File: src/hdl/ihre_pkg.sv
package ihre_pkg;

  // hand-off between neighboring cells of the byte row
  typedef struct packed {
    logic       valid;
    logic [7:0] data;
  } ihre_link_t;

  localparam logic [6:0]  CHAR_COLON    = 7'h3A;
  localparam logic [6:0]  CHAR_NEWLINE  = 7'h0A;
  localparam logic [7:0]  REC_TYPE_DATA = 8'h00;
  localparam logic [7:0]  REC_TYPE_EOF  = 8'h01;
  localparam logic [7:0]  REC_TYPE_EXT  = 8'h04;
  localparam logic [7:0]  EXT_LEN       = 8'h02;
  localparam logic [15:0] UPPER_RESET   = 16'hFFFF;

  // upper-case hex digit as ascii
  function automatic logic [6:0] hex_char(input logic [3:0] nib);
    logic [6:0] code;
    if (nib < 4'd10) begin
      code = 7'h30 + {3'b000, nib};
    end else begin
      code = 7'h37 + {3'b000, nib};
    end
    return code;
  endfunction

endpackage

File: src/hdl/ihre_cell.sv
module ihre_cell (
  input  logic                clk_i,
  input  logic                rst_ni,
  input  ihre_pkg::ihre_link_t up_i,
  input  logic                drain_i,
  output ihre_pkg::ihre_link_t cell_o
);
  import ihre_pkg::*;

  logic       valid_q, valid_d;
  logic [7:0] data_q, data_d;
  logic       take;
  logic       leave;

  // take from the upper neighbor when empty, hand down when the lower one is empty
  assign take  = up_i.valid & ~valid_q;
  assign leave = valid_q & drain_i;

  always_comb begin
    valid_d = take | (valid_q & ~leave);
    data_d  = take ? up_i.data : data_q;
  end

  always_ff @(posedge clk_i or negedge rst_ni) begin
    if (!rst_ni) begin
      valid_q <= 1'b0;
    end else begin
      valid_q <= valid_d;
    end
  end

  always_ff @(posedge clk_i) begin
    data_q <= data_d;
  end

  assign cell_o.valid = valid_q;
  assign cell_o.data  = data_q;

endmodule

File: src/hdl/intel_hex_record_encoder_unit.sv
// Intel HEX encoder: takes image bytes on the slave stream (tlast marks the final byte of an
// image) and sends the hex text as one ascii character per request on the master stream, with
// tlast on the last character caused by each byte. Image bytes enter the top cell of a row of
// RECORD_BYTES cells and walk down one cell per cycle while the cell below is empty; the
// character sequencer reads them from the bottom cell. A byte that only joins the open record
// produces no text, and the next byte is taken once the top cell has emptied. A byte that
// produces text holds the input until its last character is sent: 16 characters for an
// address record and 12 for the end record. A data record of n bytes has 12 + 2*n characters,
// and the sequencer waits while the bottom cell refills after each byte is read; when no
// address record comes before it, it also waits for the byte just taken to walk down the row.
// Output stalls hold the sequencer as well.
// The output register lets the next byte be taken while the last character still waits.
module intel_hex_record_encoder_unit #(
  parameter int RECORD_BYTES = 16
) (
  input  logic        clk_i,
  input  logic        rst_ni,
  // configuration: base address of the first image byte
  input  logic        cfg_we_i,
  input  logic [31:0] cfg_wdata_i,
  // input bytes
  input  logic        s_axis_tvalid,
  output logic        s_axis_tready,
  input  logic [7:0]  s_axis_tdata,   // [7:0] data_byte
  input  logic        s_axis_tlast,   // last_byte
  // output characters
  output logic        m_axis_tvalid,
  input  logic        m_axis_tready,
  output logic [7:0]  m_axis_tdata,   // [6:0] char_code, [7] zero
  output logic        m_axis_tlast    // end_of_run
);
  import ihre_pkg::*;

  localparam int FILL_W = $clog2(RECORD_BYTES + 1);
  localparam int CNT_W  = (RECORD_BYTES < 2) ? 2 : FILL_W;

  typedef enum logic [5:0] {
    S_IDLE  = 6'b000001,
    S_COLON = 6'b000010,
    S_HEAD  = 6'b000100,
    S_BODY  = 6'b001000,
    S_CKSUM = 6'b010000,
    S_NL    = 6'b100000
  } state_e;

  typedef enum logic [1:0] {
    REC_EXT,
    REC_DATA,
    REC_EOF
  } rec_e;

  state_e              state_q, state_d;
  rec_e                kind_q, kind_d;
  logic                pend_data_q, pend_data_d;
  logic                pend_eof_q, pend_eof_d;
  logic [31:0]         base_q, base_d;
  logic [FILL_W-1:0]   fill_q, fill_d;
  logic [31:0]         offset_q, offset_d;
  logic [15:0]         upper_q, upper_d;
  logic [31:0]         hdr_q, hdr_d;
  logic [15:0]         ext_q, ext_d;
  logic [31:0]         data_hdr_q, data_hdr_d;
  logic [CNT_W-1:0]    data_len_q, data_len_d;
  logic [CNT_W-1:0]    bcnt_q, bcnt_d;
  logic [1:0]          hcnt_q, hcnt_d;
  logic                nib_q, nib_d;
  logic [7:0]          acc_q, acc_d;
  logic                out_valid_q, out_valid_d;
  logic [6:0]          out_char_q, out_char_d;
  logic                out_last_q, out_last_d;

  ihre_link_t          row [RECORD_BYTES];
  ihre_link_t          entry;
  logic                row_pop;

  logic                in_acc;
  logic                out_free;
  logic                body_wait;
  logic                emit;
  logic [7:0]          cur_byte;
  logic [3:0]          cur_nib;
  logic [6:0]          cur_char;
  logic                cur_last;
  logic [FILL_W-1:0]   fill_n;
  logic [31:0]         rec_addr;
  logic [15:0]         start16;
  logic                do_ext;
  logic                do_data;
  logic                load;
  rec_e                load_kind;

  // row of byte cells, entry at the top, read at the bottom
  assign entry.valid = in_acc;
  assign entry.data  = s_axis_tdata;

  for (genvar i = 0; i < RECORD_BYTES; i++) begin : g_row
    ihre_link_t up;
    logic       drain;
    if (i == RECORD_BYTES - 1) begin : g_top
      assign up = entry;
    end else begin : g_mid
      assign up = row[i+1];
    end
    if (i == 0) begin : g_bottom
      assign drain = row_pop;
    end else begin : g_upper
      assign drain = ~row[i-1].valid;
    end
    ihre_cell u_cell (
      .clk_i  (clk_i),
      .rst_ni (rst_ni),
      .up_i   (up),
      .drain_i(drain),
      .cell_o (row[i])
    );
  end

  // handshakes
  assign in_acc        = s_axis_tvalid & s_axis_tready;
  assign s_axis_tready = (state_q == S_IDLE) & ~row[RECORD_BYTES-1].valid;
  assign out_free      = ~out_valid_q | m_axis_tready;
  assign body_wait     = (state_q == S_BODY) & (kind_q == REC_DATA) & ~row[0].valid;
  assign emit          = (state_q != S_IDLE) & out_free & ~body_wait;
  assign row_pop       = emit & (state_q == S_BODY) & (kind_q == REC_DATA) & nib_q;

  // character selection
  always_comb begin
    unique case (state_q)
      S_HEAD:  cur_byte = hdr_q[31:24];
      S_BODY:  cur_byte = (kind_q == REC_EXT) ? ext_q[15:8] : row[0].data;
      S_CKSUM: cur_byte = 8'h00 - acc_q;
      default: cur_byte = 8'h00;
    endcase
    cur_nib = nib_q ? cur_byte[3:0] : cur_byte[7:4];
    unique case (state_q)
      S_COLON: cur_char = CHAR_COLON;
      S_NL:    cur_char = CHAR_NEWLINE;
      default: cur_char = hex_char(cur_nib);
    endcase
    cur_last = (state_q == S_NL) & ~pend_data_q & ~pend_eof_q;
  end

  // record planning for an accepted byte
  always_comb begin
    fill_n   = fill_q + FILL_W'(1);
    rec_addr = base_q + offset_q;
    start16  = base_q[15:0] + offset_q[15:0] - 16'(fill_q);
    do_ext   = (fill_q == '0) & ((rec_addr[31:16] != upper_q) | (offset_q == '0));
    do_data  = (fill_n == FILL_W'(RECORD_BYTES)) | s_axis_tlast;
  end

  // sequencer
  always_comb begin
    state_d     = state_q;
    kind_d      = kind_q;
    pend_data_d = pend_data_q;
    pend_eof_d  = pend_eof_q;
    base_d      = cfg_we_i ? cfg_wdata_i : base_q;
    fill_d      = fill_q;
    offset_d    = offset_q;
    upper_d     = upper_q;
    hdr_d       = hdr_q;
    ext_d       = ext_q;
    data_hdr_d  = data_hdr_q;
    data_len_d  = data_len_q;
    bcnt_d      = bcnt_q;
    hcnt_d      = hcnt_q;
    nib_d       = nib_q;
    acc_d       = acc_q;
    load        = 1'b0;
    load_kind   = REC_EOF;

    // new byte joins the open record
    if (in_acc) begin
      offset_d = offset_q + 32'd1;
      fill_d   = do_data ? '0 : fill_n;
      if (do_data) begin
        data_hdr_d = {8'(fill_n), start16, REC_TYPE_DATA};
        data_len_d = CNT_W'(fill_n);
      end
      if (do_ext) begin
        upper_d     = rec_addr[31:16];
        ext_d       = rec_addr[31:16];
        load        = 1'b1;
        load_kind   = REC_EXT;
        pend_data_d = do_data;
        pend_eof_d  = s_axis_tlast;
      end else if (do_data) begin
        load        = 1'b1;
        load_kind   = REC_DATA;
        pend_data_d = 1'b0;
        pend_eof_d  = s_axis_tlast;
      end
      if (s_axis_tlast) begin
        offset_d = '0;
        upper_d  = UPPER_RESET;
        fill_d   = '0;
      end
    end

    // one character per emitted request
    if (emit) begin
      unique case (state_q)
        S_COLON: begin
          state_d = S_HEAD;
        end
        S_HEAD: begin
          nib_d = ~nib_q;
          if (nib_q) begin
            acc_d = acc_q + hdr_q[31:24];
            hdr_d = {hdr_q[23:0], 8'h00};
            if (hcnt_q == 2'd0) begin
              state_d = (bcnt_q == '0) ? S_CKSUM : S_BODY;
            end else begin
              hcnt_d = hcnt_q - 2'd1;
            end
          end
        end
        S_BODY: begin
          nib_d = ~nib_q;
          if (nib_q) begin
            acc_d  = acc_q + cur_byte;
            ext_d  = {ext_q[7:0], 8'h00};
            bcnt_d = bcnt_q - CNT_W'(1);
            if (bcnt_q == CNT_W'(1)) begin
              state_d = S_CKSUM;
            end
          end
        end
        S_CKSUM: begin
          nib_d = ~nib_q;
          if (nib_q) begin
            state_d = S_NL;
          end
        end
        S_NL: begin
          if (pend_data_q) begin
            load        = 1'b1;
            load_kind   = REC_DATA;
            pend_data_d = 1'b0;
          end else if (pend_eof_q) begin
            load       = 1'b1;
            load_kind  = REC_EOF;
            pend_eof_d = 1'b0;
          end else begin
            state_d = S_IDLE;
          end
        end
        default: begin
          state_d = state_q;
        end
      endcase
    end

    // start a record
    if (load) begin
      state_d = S_COLON;
      kind_d  = load_kind;
      acc_d   = 8'h00;
      nib_d   = 1'b0;
      hcnt_d  = 2'd3;
      case (load_kind)
        REC_EXT: begin
          hdr_d  = {EXT_LEN, 16'h0000, REC_TYPE_EXT};
          bcnt_d = CNT_W'(2);
        end
        REC_DATA: begin
          hdr_d  = data_hdr_d;
          bcnt_d = data_len_d;
        end
        default: begin
          hdr_d  = {8'h00, 16'h0000, REC_TYPE_EOF};
          bcnt_d = '0;
        end
      endcase
    end
  end

  // output register
  always_comb begin
    out_valid_d = out_valid_q;
    out_char_d  = out_char_q;
    out_last_d  = out_last_q;
    if (emit) begin
      out_valid_d = 1'b1;
      out_char_d  = cur_char;
      out_last_d  = cur_last;
    end else if (m_axis_tready) begin
      out_valid_d = 1'b0;
    end
  end

  always_ff @(posedge clk_i or negedge rst_ni) begin
    if (!rst_ni) begin
      state_q     <= S_IDLE;
      kind_q      <= REC_EOF;
      pend_data_q <= 1'b0;
      pend_eof_q  <= 1'b0;
      base_q      <= '0;
      fill_q      <= '0;
      offset_q    <= '0;
      upper_q     <= UPPER_RESET;
      bcnt_q      <= '0;
      hcnt_q      <= '0;
      nib_q       <= 1'b0;
      out_valid_q <= 1'b0;
    end else begin
      state_q     <= state_d;
      kind_q      <= kind_d;
      pend_data_q <= pend_data_d;
      pend_eof_q  <= pend_eof_d;
      base_q      <= base_d;
      fill_q      <= fill_d;
      offset_q    <= offset_d;
      upper_q     <= upper_d;
      bcnt_q      <= bcnt_d;
      hcnt_q      <= hcnt_d;
      nib_q       <= nib_d;
      out_valid_q <= out_valid_d;
    end
  end

  always_ff @(posedge clk_i) begin
    hdr_q      <= hdr_d;
    ext_q      <= ext_d;
    data_hdr_q <= data_hdr_d;
    data_len_q <= data_len_d;
    acc_q      <= acc_d;
    out_char_q <= out_char_d;
    out_last_q <= out_last_d;
  end

  assign m_axis_tvalid = out_valid_q;
  assign m_axis_tdata  = {1'b0, out_char_q};
  assign m_axis_tlast  = out_last_q;

`ifndef SYNTH
  // the bottom cell is only read while it holds a byte
  a_pop_valid: assert property (@(posedge clk_i) disable iff (!rst_ni)
    row_pop |-> row[0].valid)
    else $error("byte row read while empty");

  // a run only ends on a newline
  a_last_newline: assert property (@(posedge clk_i) disable iff (!rst_ni)
    (m_axis_tvalid && m_axis_tlast) |-> (m_axis_tdata[6:0] == CHAR_NEWLINE))
    else $error("end of run not on a newline");

  // the final byte of an image always starts text
  a_last_starts: assert property (@(posedge clk_i) disable iff (!rst_ni)
    (in_acc && s_axis_tlast) |=> (state_q == S_COLON))
    else $error("final byte did not start a record");

  // nothing is left queued when the sequencer is idle
  a_idle_clear: assert property (@(posedge clk_i) disable iff (!rst_ni)
    (state_q == S_IDLE) |-> (!pend_data_q && !pend_eof_q))
    else $error("record pending while idle");
`endif

endmodule
File: config.mk
export PLATFORM = sky130hd
export DESIGN_NAME = intel_hex_record_encoder_unit
export DESIGN_NICKNAME = d
export VERILOG_FILES = /design/src/hdl/ihre_pkg.sv /design/src/hdl/ihre_cell.sv /design/src/hdl/intel_hex_record_encoder_unit.sv
export SDC_FILE = /design/constraint.sdc
export NUM_CORES = 1
export LEC_CHECK = 0
export BUFFER_PORTS_ARGS = -buffer_cell sky130_fd_sc_hd__buf_4
export CORE_MARGIN = 2
export CORE_UTILIZATION = 47
export DETAILED_ROUTE_END_ITERATION = 7
export GPL_ROUTABILITY_DRIVEN = 0
export PLACE_DENSITY = 0.74
export SLEW_MARGIN = 20
export SYNTH_ARGS = -nofsm -noshare
export SYNTH_HDL_FRONTEND = slang
export SYNTH_HIERARCHICAL = 1
export SYNTH_SLANG_ARGS = --single-unit
File: constraint.sdc
create_clock -name clk_i -period 6.88 [get_ports clk_i]
set_input_delay 0.344 -clock clk_i [delete_from_list [all_inputs] [get_ports clk_i]]
set_output_delay 0.344 -clock clk_i [all_outputs]
set_load 0.01 [all_outputs]
==> results.cfg, run 1 <==
[synthesis]
seq_area_frac_synth_pct = 55.56
synth_top_cell_area_share_pct = 30.17
synth_edf_count = 168
synth_cell_types = 90
syn_avg_cell_area_um2 = 10.93
syn-num-nets = 1655
synthCells = 1530
synthesis.area_um2 = 16720
synthFlopType = edfxtp_1
yosysTopAreaCell = edfxtp_1
synth_seq_cells = 349
synth_area_leaders = edfxtp_1 (30%), dfrtp_1 (15%), dfxtp_1 (7.3%), ha_1 (5.5%), nand2_1 (3.5%)
async_flop_share_pct = 34.38
ys.warnings.count = 6

[setup_path]
crit_fanout = 32
r2r_end = hdr_q[11]
cp.required_ns = 7.06
cp-start-kind = flop
rrSetupSlack_ns = 1.74
cp_data_arrival_time_ns = 5.32
crit_family = compound AO/OA/AOI/OAI gates
critPathCaptureType = flop
critPathSlowestCell = a41oi_2
path_class = flop to flop
r2r_start = offset_q[17]
crit_chain = ha_1 > o211ai_1 > o21ai_0 > o2111ai_1 > a311o_1 > o31ai_4 > a21oi_1 > o21ai_1 > nand3_1 > a41oi_2 > nor3_1 > a21oi_2 > buf_4
endpoint = hdr_q[11]
crit_start = offset_q[17]
cp.depth = 13
cp.buffers_inverters = 1
r2r_cells = 13
cpPeakStageDelay_ns = 0.95

[detailed_routing]
avgRoutedWirePerCell_um = 16.57
wl_um = 34160
ant_nets = 0
vias = 11348
dr.pass1.iters = 6
drc = 0
drtIter0Drc = 861
routed_via_density = 5.503

[place]
hpwl_um = 24340
portBuffers = 55
dp.cells = 1985

[cts]
htreeDepth = 2
clk_pin_slew_ns = 0.06
clk_latency_ns = 0.54
numCtsBuffers = 37
cts_tree = done
postCtsSetupBuffers = 0
cts_num_sinks = 349
cts-root-buf = clkbuf_16
clock_path_buffers = 3
ctsResizeCount = 0

[status]
outcome = completed

[global_route]
antenna_found_initial = 0
grt_max_degree = 65
overflow = 0
grt_pass1_wl_um = 55520
grt_pass1_vias = 10997
grt_use_total_pct = 18.83

[layout]
final_cells = 2062
diodes = 0
layout.nets = 1697
syn2layout_area_growth_pct = 11.50
drive_above_1_share_pct = 10.74
utilization_pct = 52.80

[sta]
min_period_over_period_pct = 74.66
tns_ns = 0
slew_viol_final = 0
setup_viol = 0
tightest_slew_ns = 1.093
skew_ns = 0.01625
hold_violations = 0
layout_min_cycle_time_ns = 5.137
timing.fmax_mhz = 194.7
relSlewSlack_pct = 27.12
rsz0062_at_grt = no
hold_slack_ns = 0.01977

[die]
die_height_um = 192.6
fp.dieW_um = 192.6
coreArea_um2 = 35310
initial_core_util_pct = 47.36
die_area_um2 = 37100
io_pins = 57
num_rows = 69

[run]
drv_cap = 0

[pwr]
p_per_area_nw_per_um2 = 234.7
irDropWorstVdd_mv = 0.2587
p_leak_nw = 7.636

[worst_hold_path]
hold_path_class = input port to flop
==> registers in the layout, indices dropped and copies added (netlist names), 6 cells and up <==
name / flops
state_q: 6
hdr_q: 32
upper_q: 16
out_char_q: 7
base_q: 32
ext_q: 16
g_row.u_cell/valid_q: 16
g_row.u_cell/data_q: 128
acc_q: 8
offset_q: 32
data_hdr_q: 32
==> per-layer routing <==
layer / up-vias / global-route usage, % / wire length, µm
met2: 354 / 31.06 / 16230
met4: 0 / 5.637 / 722
met1: 5415 / 25.73 / 15270
met3: 65 / 2.837 / 1943
li1: 5514 / - / -
met5: - / 0 / 0
==> worst min path at each step <==
stage                               startpoint                          to  cells after the start
finish                         cfg_wdata_i[13]                  base_q[13]                      3
global placement    g_row[12].u_cell/data_q[4]  g_row[11].u_cell/data_q[4]                      0
floorplan                               rst_ni                   base_q[0]                      0
detailed placement   g_row[1].u_cell/data_q[7]   g_row[0].u_cell/data_q[7]                      0
global route                   cfg_wdata_i[26]                  base_q[26]                      2
CTS                            cfg_wdata_i[13]                  base_q[13]                      3
==> report_power, final <==
group	internal (mW)	leakage, nW	total (mW)	switching, mW
Sequential	2.19	3.38	2.21	0.0150
Clock	1.08	0.558	1.87	0.799
Combinational	0.123	3.70	0.296	0.172
==> Yosys cell counts (all sizes together) (30+ instances only) <==
library cell	instances
a21oi	97
buf	34
clkbuf	35
dfrtp	102
dfxtp	61
edfxtp	168
ha	73
inv	119
nand2	155
nand3	31
nor2	105
nor3	30
o21ai	97
xnor2	38
xor2	42
==> through the flow <==
step | power (mW) | worst slack, ns | area (µm²)
after floorplan | 2.441 | 1.745 | 16720
after global placement | 2.526 | 2.025 | 17400
after detailed placement | 2.534 | 1.929 | 17400
after CTS | 4.422 | 1.882 | 18640
after global routing | 4.547 | 1.448 | 18650
final | 4.376 | 1.743 | 18650
==> worst reg2reg max path, stage by stage, from the launching register on <==
cell and delay (ns):
dfrtp_1 0.43, ha_1 0.50, o211ai_1 0.16, o21ai_0 0.32
o2111ai_1 0.21, a311o_1 0.48, o31ai_4 0.32, a21oi_1 0.16
o21ai_1 0.24, nand3_1 0.21, a41oi_2 0.95, nor3_1 0.24
a21oi_2 0.17, buf_4 0.39
==> logic make-up (layout without fill, tap and decap cells) <==
kind of cell / Yosys count / in the layout / share of synthesized area, %
adder cells (fa/ha/maj): 79 / 79 / 6.180
AND/OR/NAND/NOR: 441 / 441 / 12.73
flip-flops: 349 / 349 / 55.56
buffers and inverters: 188 / 259 / 4.946
other: 1 / 1 / 0.02243
AO/OA/AOI/OAI: 366 / 366 / 14.60
XOR/XNOR: 81 / 81 / 4.325
multiplexers: 25 / 25 / 1.639
==> what timing repair did <==
item,4_1_cts,5_1_grt
hold buffers,9,0
setup endpoints to repair,0,0
hold endpoints to repair,71,0
==> cells in the final DEF (no fill, tap or decap), types with 14 or more instances in the layout <==
cell type    n
edfxtp_1   168
nand2_1    155
inv_1      119
nor2_1     104
dfrtp_1    102
a21oi_1     96
o21ai_0     82
ha_1        73
buf_4       63
dfxtp_1     61
xor2_1      42
xnor2_1     38
clkbuf_16   38
nand3_1     31
nor3_1      29
a21o_1      27
a22o_1      27
and2_1      21
nor2b_1     21
mux2_2      18
dfstp_2     18
o21a_1      16
o211ai_1    15
and3_1      14
clkbuf_1    14
==> area by class of cell <==
cell class                      count  area [µm²]
Clock buffer                       56        1059
Fill cell                        3022       16660
Tap cell                          461       576.8
Inverter                          119       446.7
Sequential cell                   349        9291
Timing Repair Buffer               72       563.0
Clock inverter                     12       96.34
Multi-Input combinational cell    993        6613
(Power assumes the default switching activity.)
==> run 2, diff against run 1 <==
==> constraint.sdc (replaced) <==
create_clock -name clk_i -period 4.8 [get_ports clk_i]
set_input_delay 0.24 -clock clk_i [delete_from_list [all_inputs] [get_ports clk_i]]
set_output_delay 0.24 -clock clk_i [all_outputs]
set_load 0.01 [all_outputs]
==> results.cfg, run 2 (same netlist as run 1, synthesis figures left out) <==
[status]
outcome = completed

[place]
dp.cells = 1993
portBuffers = 55
hpwl_um = 24860

[cts]
cts-root-buf = clkbuf_16
cts_tree = done
clk_latency_ns = 0.53
clock_path_buffers = 3
clk_pin_slew_ns = 0.07
cts_num_sinks = 349
numCtsBuffers = 38
ctsResizeCount = 0
htreeDepth = 2

[global_route]
grt_max_degree = 59
grt_pass1_wl_um = 57190
overflow = 0
antenna_found_initial = 0
grt_use_total_pct = 19.27
grt_pass1_vias = 11406

[setup_path]
cp_data_arrival_time_ns = 4.98
cpPeakStageDelay_ns = 0.49
crit_family = simple AND/OR/NAND/NOR gates
crit_chain = inv_1 > ha_1 > nand2_1 > o21ai_0 > o21ai_1 > o31ai_1 > a31oi_2 > o21ai_1 > xnor2_1 > nor3_1 > nand4_1 > and2_1 > nor2_4 > mux2_1
critPathCaptureType = flop
cp.buffers_inverters = 1
critPathSlowestCell = and2_1
crit_top_cell = o21ai_1
cp-start-kind = flop
crit_fanout = 18
path_class = flop to flop
cp.required_ns = 5.21

[detailed_routing]
dr.pass1.iters = 6
drc = 0
ant_nets = 0
routed_via_density = 5.488
vias = 11553
drtIter0Drc = 931
wl_um = 35160
avgRoutedWirePerCell_um = 16.70

[pwr]
power_frac_clock_pct = 45.5
switching_share_pct = 21.96
p_int_mw = 5.163
pwr-share-comb_pct = 6.8
p_leak_nw = 7.887
seqPwrFrac_pct = 47.8
p_per_area_nw_per_um2 = 344.9
irDropWorstVdd_mv = 0.3266
p_switching_mw = 1.453

[die]
die_height_um = 192.6
die_area_um2 = 37100
num_rows = 69
io_pins = 57
fp.dieW_um = 192.6
initial_core_util_pct = 47.36
coreArea_um2 = 35310

[layout]
largest_register = g_row.u_cell/data_q
largest_register_ffs = 128
layout.nets = 1739
mostFrequentLayoutCells = edfxtp_1 (168), nand2_1 (155), inv_1 (119)
syn2layout_area_growth_pct = 14.72
final_cells = 2105
diodes = 0
fillers = 2909
mostFrequentLayoutCell = edfxtp_1
drive_above_1_share_pct = 11.44

[sta]
layout_min_cycle_time_ns = 4.577
rsz0062_at_grt = no
relSlewSlack_pct = 32.25
setup_viol = 0
tightest_slew_ns = 1.008
timing.fmax_mhz = 218.5
min_period_over_period_pct = 95.35
hold_violations = 0
slew_viol_final = 0
tns_ns = 0
skew_ns = 0.01563

[worst_hold_path]
hold_path_class = input port to flop

[run]
drv_cap = 0
-- run 2: cell types whose count changed in the layout (fill, tap and decap cells not counted), sizes merged --
cell	change
bufinv	+6
clkbuf	-9
inv	+2
dlygate4sd3	+32
clkinv	+3
buf	+8
o21ai	+1
-- run 2: power by group through the flow --
stage | Combinational (mW) | Clock (mW) | Sequential, mW
after detailed placement | 0.412 | 0 | 3.22
after global placement | 0.403 | 0 | 3.22
after floorplan | 0.285 | 0 | 3.21
final | 0.447 | 3.01 | 3.16
after CTS | 0.443 | 3.07 | 3.16
after global routing | 0.495 | 3.18 | 3.16
-- run 2: worst reg2reg max path: cells and delay by family (launching register included) --
family	cells	cell delay, ns
AOI/OAI and AO/OA	5	1.49
DFF	1	0.39
xor gates and xnor gates	1	0.12
and+or+nand+nor	5	1.61
buffers and inverters	1	0.10
adders and majority gates	1	0.43
muxes	1	0.33
-- run 2: path summary, 6_finish.rpt --
path | depth (start not counted) | slack, ns | from | end
worst min register to register | 0 | 0.41 | g_row[1].u_cell/data_q[2] | g_row[0].u_cell/data_q[2]
worst max register to register | 14 | 0.22 | offset_q[12] | state_q[3]
worst max-delay path | 14 | 0.22 | offset_q[12] | state_q[3]
max in group asynchronous | 3 | 3.77 | rst_ni | m_axis_tvalid
worst min-delay path | 3 | 0.07 | m_axis_tready | m_axis_tvalid
min in group asynchronous | 2 | 0.08 | rst_ni | offset_q[27]
-- run 2: per-layer routing --
layer  global-route usage (%)  up-vias  wire length, µm
met1                    25.98     5517            15810
li1                         -     5617                -
met2                    31.94      342            16670
met4                    6.518        0             1028
met5                        0        -                0
met3                    2.819       77             1655
-- run 2: timing repair --
action,in CTS,in global routing
endpoints found under the setup margin,0,13
hold buffers,41,0
hold endpoints to repair,50,0
buffers inserted,0,0
-- run 2: layout make-up --
type	instances	area, µm²	area share, %
timing repair buffer	112	943.4	4.918
clock buffer	47	1005	5.237
clock inverter	23	300.3	1.565
multi-input combinational	994	6620	34.51
tap	461	576.8	3.007
inverter	119	446.7	2.328
sequential	349	9291	48.43
-- run 2: metrics by stage --
step | instance area, µm² | util (%) | hold slack, ns | power (mW) | worst slack (ns)
CTS | 19170 | 54.30 | 0.04728 | 6.671 | 0.3640
global route | 19180 | 54.33 | 0.05596 | 6.834 | 0.02397
floorplan | 16730 | - | -0.05559 | 3.498 | 0.3106
finish | 19180 | 54.33 | 0.07025 | 6.617 | 0.2234
global placement | 17460 | 49.45 | 0.08268 | 3.622 | 0.4749
detailed placement | 17460 | 49.45 | 0.08341 | 3.633 | 0.3547
==> run 3, diff against run 2 <==
--- a/config.mk
+++ b/config.mk
@@ -5,12 +5,14 @@
 export SDC_FILE = /design/constraint.sdc
 export NUM_CORES = 1
 export LEC_CHECK = 0
+export ABC_AREA = 1
 export BUFFER_PORTS_ARGS = -buffer_cell sky130_fd_sc_hd__buf_4
 export CORE_MARGIN = 2
 export CORE_UTILIZATION = 47
 export DETAILED_ROUTE_END_ITERATION = 7
 export GPL_ROUTABILITY_DRIVEN = 0
 export PLACE_DENSITY = 0.74
+export RECOVER_POWER = 25
 export SLEW_MARGIN = 20
 export SYNTH_ARGS = -nofsm -noshare
 export SYNTH_HDL_FRONTEND = slang
==> results.cfg, run 3 <==
[synthesis]
muxShareOfSynthArea_pct = 1.499
synthCells = 2076
synth_area_leaders = edfxtp_1 (28%), dfrtp_1 (14%), nand2_1 (11%), inv_1 (8.0%), dfxtp_1 (6.8%)
yosys.area_share.adder_pct = 5.785
syn-num-nets = 2201
async_flop_share_pct = 34.38
yosysTopAreaCell = edfxtp_1
syn_avg_cell_area_um2 = 8.605
synth_seq_cells = 349
synth_edf_count = 168
synthFlopType = edfxtp_1
synth_top_family_by_area = simple AND/OR/NAND/NOR gates
synth-xor-area-share_pct = 1.555
post-synth-top-count-cell = nand2_1
synth_cell_types = 55
seq_area_frac_synth_pct = 52.01
synth_compound_gate_area_share_pct = 7.424
synth_common_cells = nand2_1 (537), inv_1 (383), edfxtp_1 (168)
synth_simple_gate_area_share_pct = 21.80
synth_top_cell_area_share_pct = 28.24
synthesis.area_um2 = 17860
ys.warnings.count = 6

[setup_path]
rrSetupSlack_ns = 0.93
crit_top_cell = nand2_1
critPathSlowestCell = dfrtp_1
crit_fanout = 27
critPathCaptureType = flop
cp.buffers_inverters = 3
crit_family = simple AND/OR/NAND/NOR gates
cp_data_arrival_time_ns = 4.35
r2r_start = offset_q[13]
r2r_end = bcnt_q[2]
cpPeakStageDelay_ns = 0.44
path_class = flop to flop
cp.required_ns = 5.28
cp.depth = 25
cp-start-kind = flop
r2r_cells = 25

[layout]
largest_register_ffs = 128
drive_above_1_share_pct = 10.07
largest_register = g_row.u_cell/data_q
mostFrequentLayoutCells = nand2_1 (538), inv_1 (383), edfxtp_1 (168)
syn2layout_area_growth_pct = 13.79
final_area_um2 = 20330
mostFrequentLayoutCell = nand2_1
layout.nets = 2293
diodes = 0

[sta]
skew_ns = 0.03593
slew_viol_final = 0
tightest_slew_ns = 0.9659
tns_ns = 0
layout_min_cycle_time_ns = 3.868
min_period_over_period_pct = 80.58
hold_violations = 0
hold_slack_ns = 0.1181
setup_viol = 0
timing.fmax_mhz = 258.5
relSlewSlack_pct = 35.61
rsz0062_at_grt = no
worst_slack_ns = 0.9322

[detailed_routing]
avgRoutedWirePerCell_um = 14.50
dr.pass1.iters = 6
drtIter0Drc = 1012
ant_nets = 0
vias = 13677
drc = 0
routed_via_density = 5.056
wl_um = 39220

[cts]
ctsResizeCount = 0
clk_pin_slew_ns = 0.07
cts_tree = done
cts-root-buf = clkbuf_16
cts_num_sinks = 349
clk_latency_ns = 0.56
numCtsBuffers = 36
clock_path_buffers = 3
htreeDepth = 2

[global_route]
antenna_found_initial = 0
grt_pass1_vias = 13267
grt_use_total_pct = 20.54
grt_pass1_wl_um = 64650
overflow = 0
grt_max_degree = 79

[die]
io_pins = 57
initial_core_util_pct = 47.54
num_rows = 71
die_height_um = 199.0
fp.dieW_um = 199.0
die_area_um2 = 39590
coreArea_um2 = 37580

[worst_hold_path]
min_from = s_axis_tlast
whs_endpoint = upper_q[2]
holdPathStages = 3
hold_path_class = input port to flop

[place]
hpwl_um = 28890
dp_slack_ns = 1.054
portBuffers = 55
placed_area_um2 = 18690

[pwr]
p_leak_nw = 9.754
irDropWorstVdd_mv = 0.3178
p_per_area_nw_per_um2 = 326.6

[status]
outcome = completed

[run]
drv_cap = 0
-- run 3: cell types whose count changed after synthesis, moves of 29 or more --
cell,change
nand2_1,+382
inv_1,+264
nand3_1,+69
nor2_1,+39
nand2_2,+38
xnor2_1,-29
-- run 3: layer usage --
layer / vias to the layer above / GRT usage, % / wire, µm
met5: - / 0 / 0
met4: 0 / 6.578 / 1060
met3: 81 / 4.137 / 2948
met2: 472 / 33.99 / 18220
met1: 6325 / 27.11 / 17000
li1: 6799 / - / -
-- run 3: area by class of cell --
class | count | area, µm²
Clock buffer | 48 | 985.9
Clock inverter | 16 | 235.2
Fill cell | 3334 | 17250
Inverter | 392 | 1471
Multi-Input combinational cell | 1283 | 6800
Sequential cell | 349 | 9291
Tap cell | 511 | 639.4
Timing Repair Buffer | 106 | 904.6
-- run 3: kinds of logic (layout without fill, tap and decap cells) --
| kind of cell | count (synthesis) | after routing |
|---|---|---|
| simple gates | 913 | 913 |
| compound gates | 236 | 236 |
| flops | 349 | 349 |
| other cells | 1 | 1 |
| buf+inv | 444 | 562 |
| fa+ha+maj | 79 | 79 |
| mux | 24 | 24 |
| xor+xnor | 30 | 30 |
-- run 3: report_power, final --
group	switching [mW]	total [mW]	internal [mW]	leakage, nW
clock	1.16	2.89	1.73	0.593
sequential	0.0216	3.16	3.14	3.34
combinational	0.362	0.589	0.227	5.82
-- run 3: metrics by stage --
| stage | std cells | power, mW | utilization, % |
|---|---|---|---|
| after floorplan | 2076 | 3.595 | - |
| after global placement | 2599 | 3.762 | 49.73 |
| after detailed placement | 2599 | 3.773 | 49.73 |
| after CTS | 2705 | 6.700 | 54.09 |
| after global routing | 2705 | 6.903 | 54.10 |
| final | 2705 | 6.639 | 54.10 |
-- run 3: worst reg2reg max path, delay by kind of cell, from the launching register on --
| kind | cells | cell delay (ns) |
|---|---|---|
| flops | 1 | 0.44 |
| buf+inv | 3 | 0.55 |
| fa+ha+maj | 1 | 0.36 |
| simple gates | 21 | 2.44 |
-- run 3: worst max path at each step --
stage                      start        end  slack (ns)
floorplan           offset_q[13]   hdr_q[0]        1.17
global placement    offset_q[14]   hdr_q[0]        1.16
detailed placement  offset_q[13]  bcnt_q[2]        1.05
CTS                 offset_q[13]  hdr_q[16]        1.01
global route        offset_q[13]  ext_q[13]        0.60
finish              offset_q[13]  bcnt_q[2]        0.93
-- run 3: timing repair --
action                                 in CTS  in global routing
hold buffers                               42                  0
setup buffers                               0                  0
endpoints found under the hold margin     110                  0
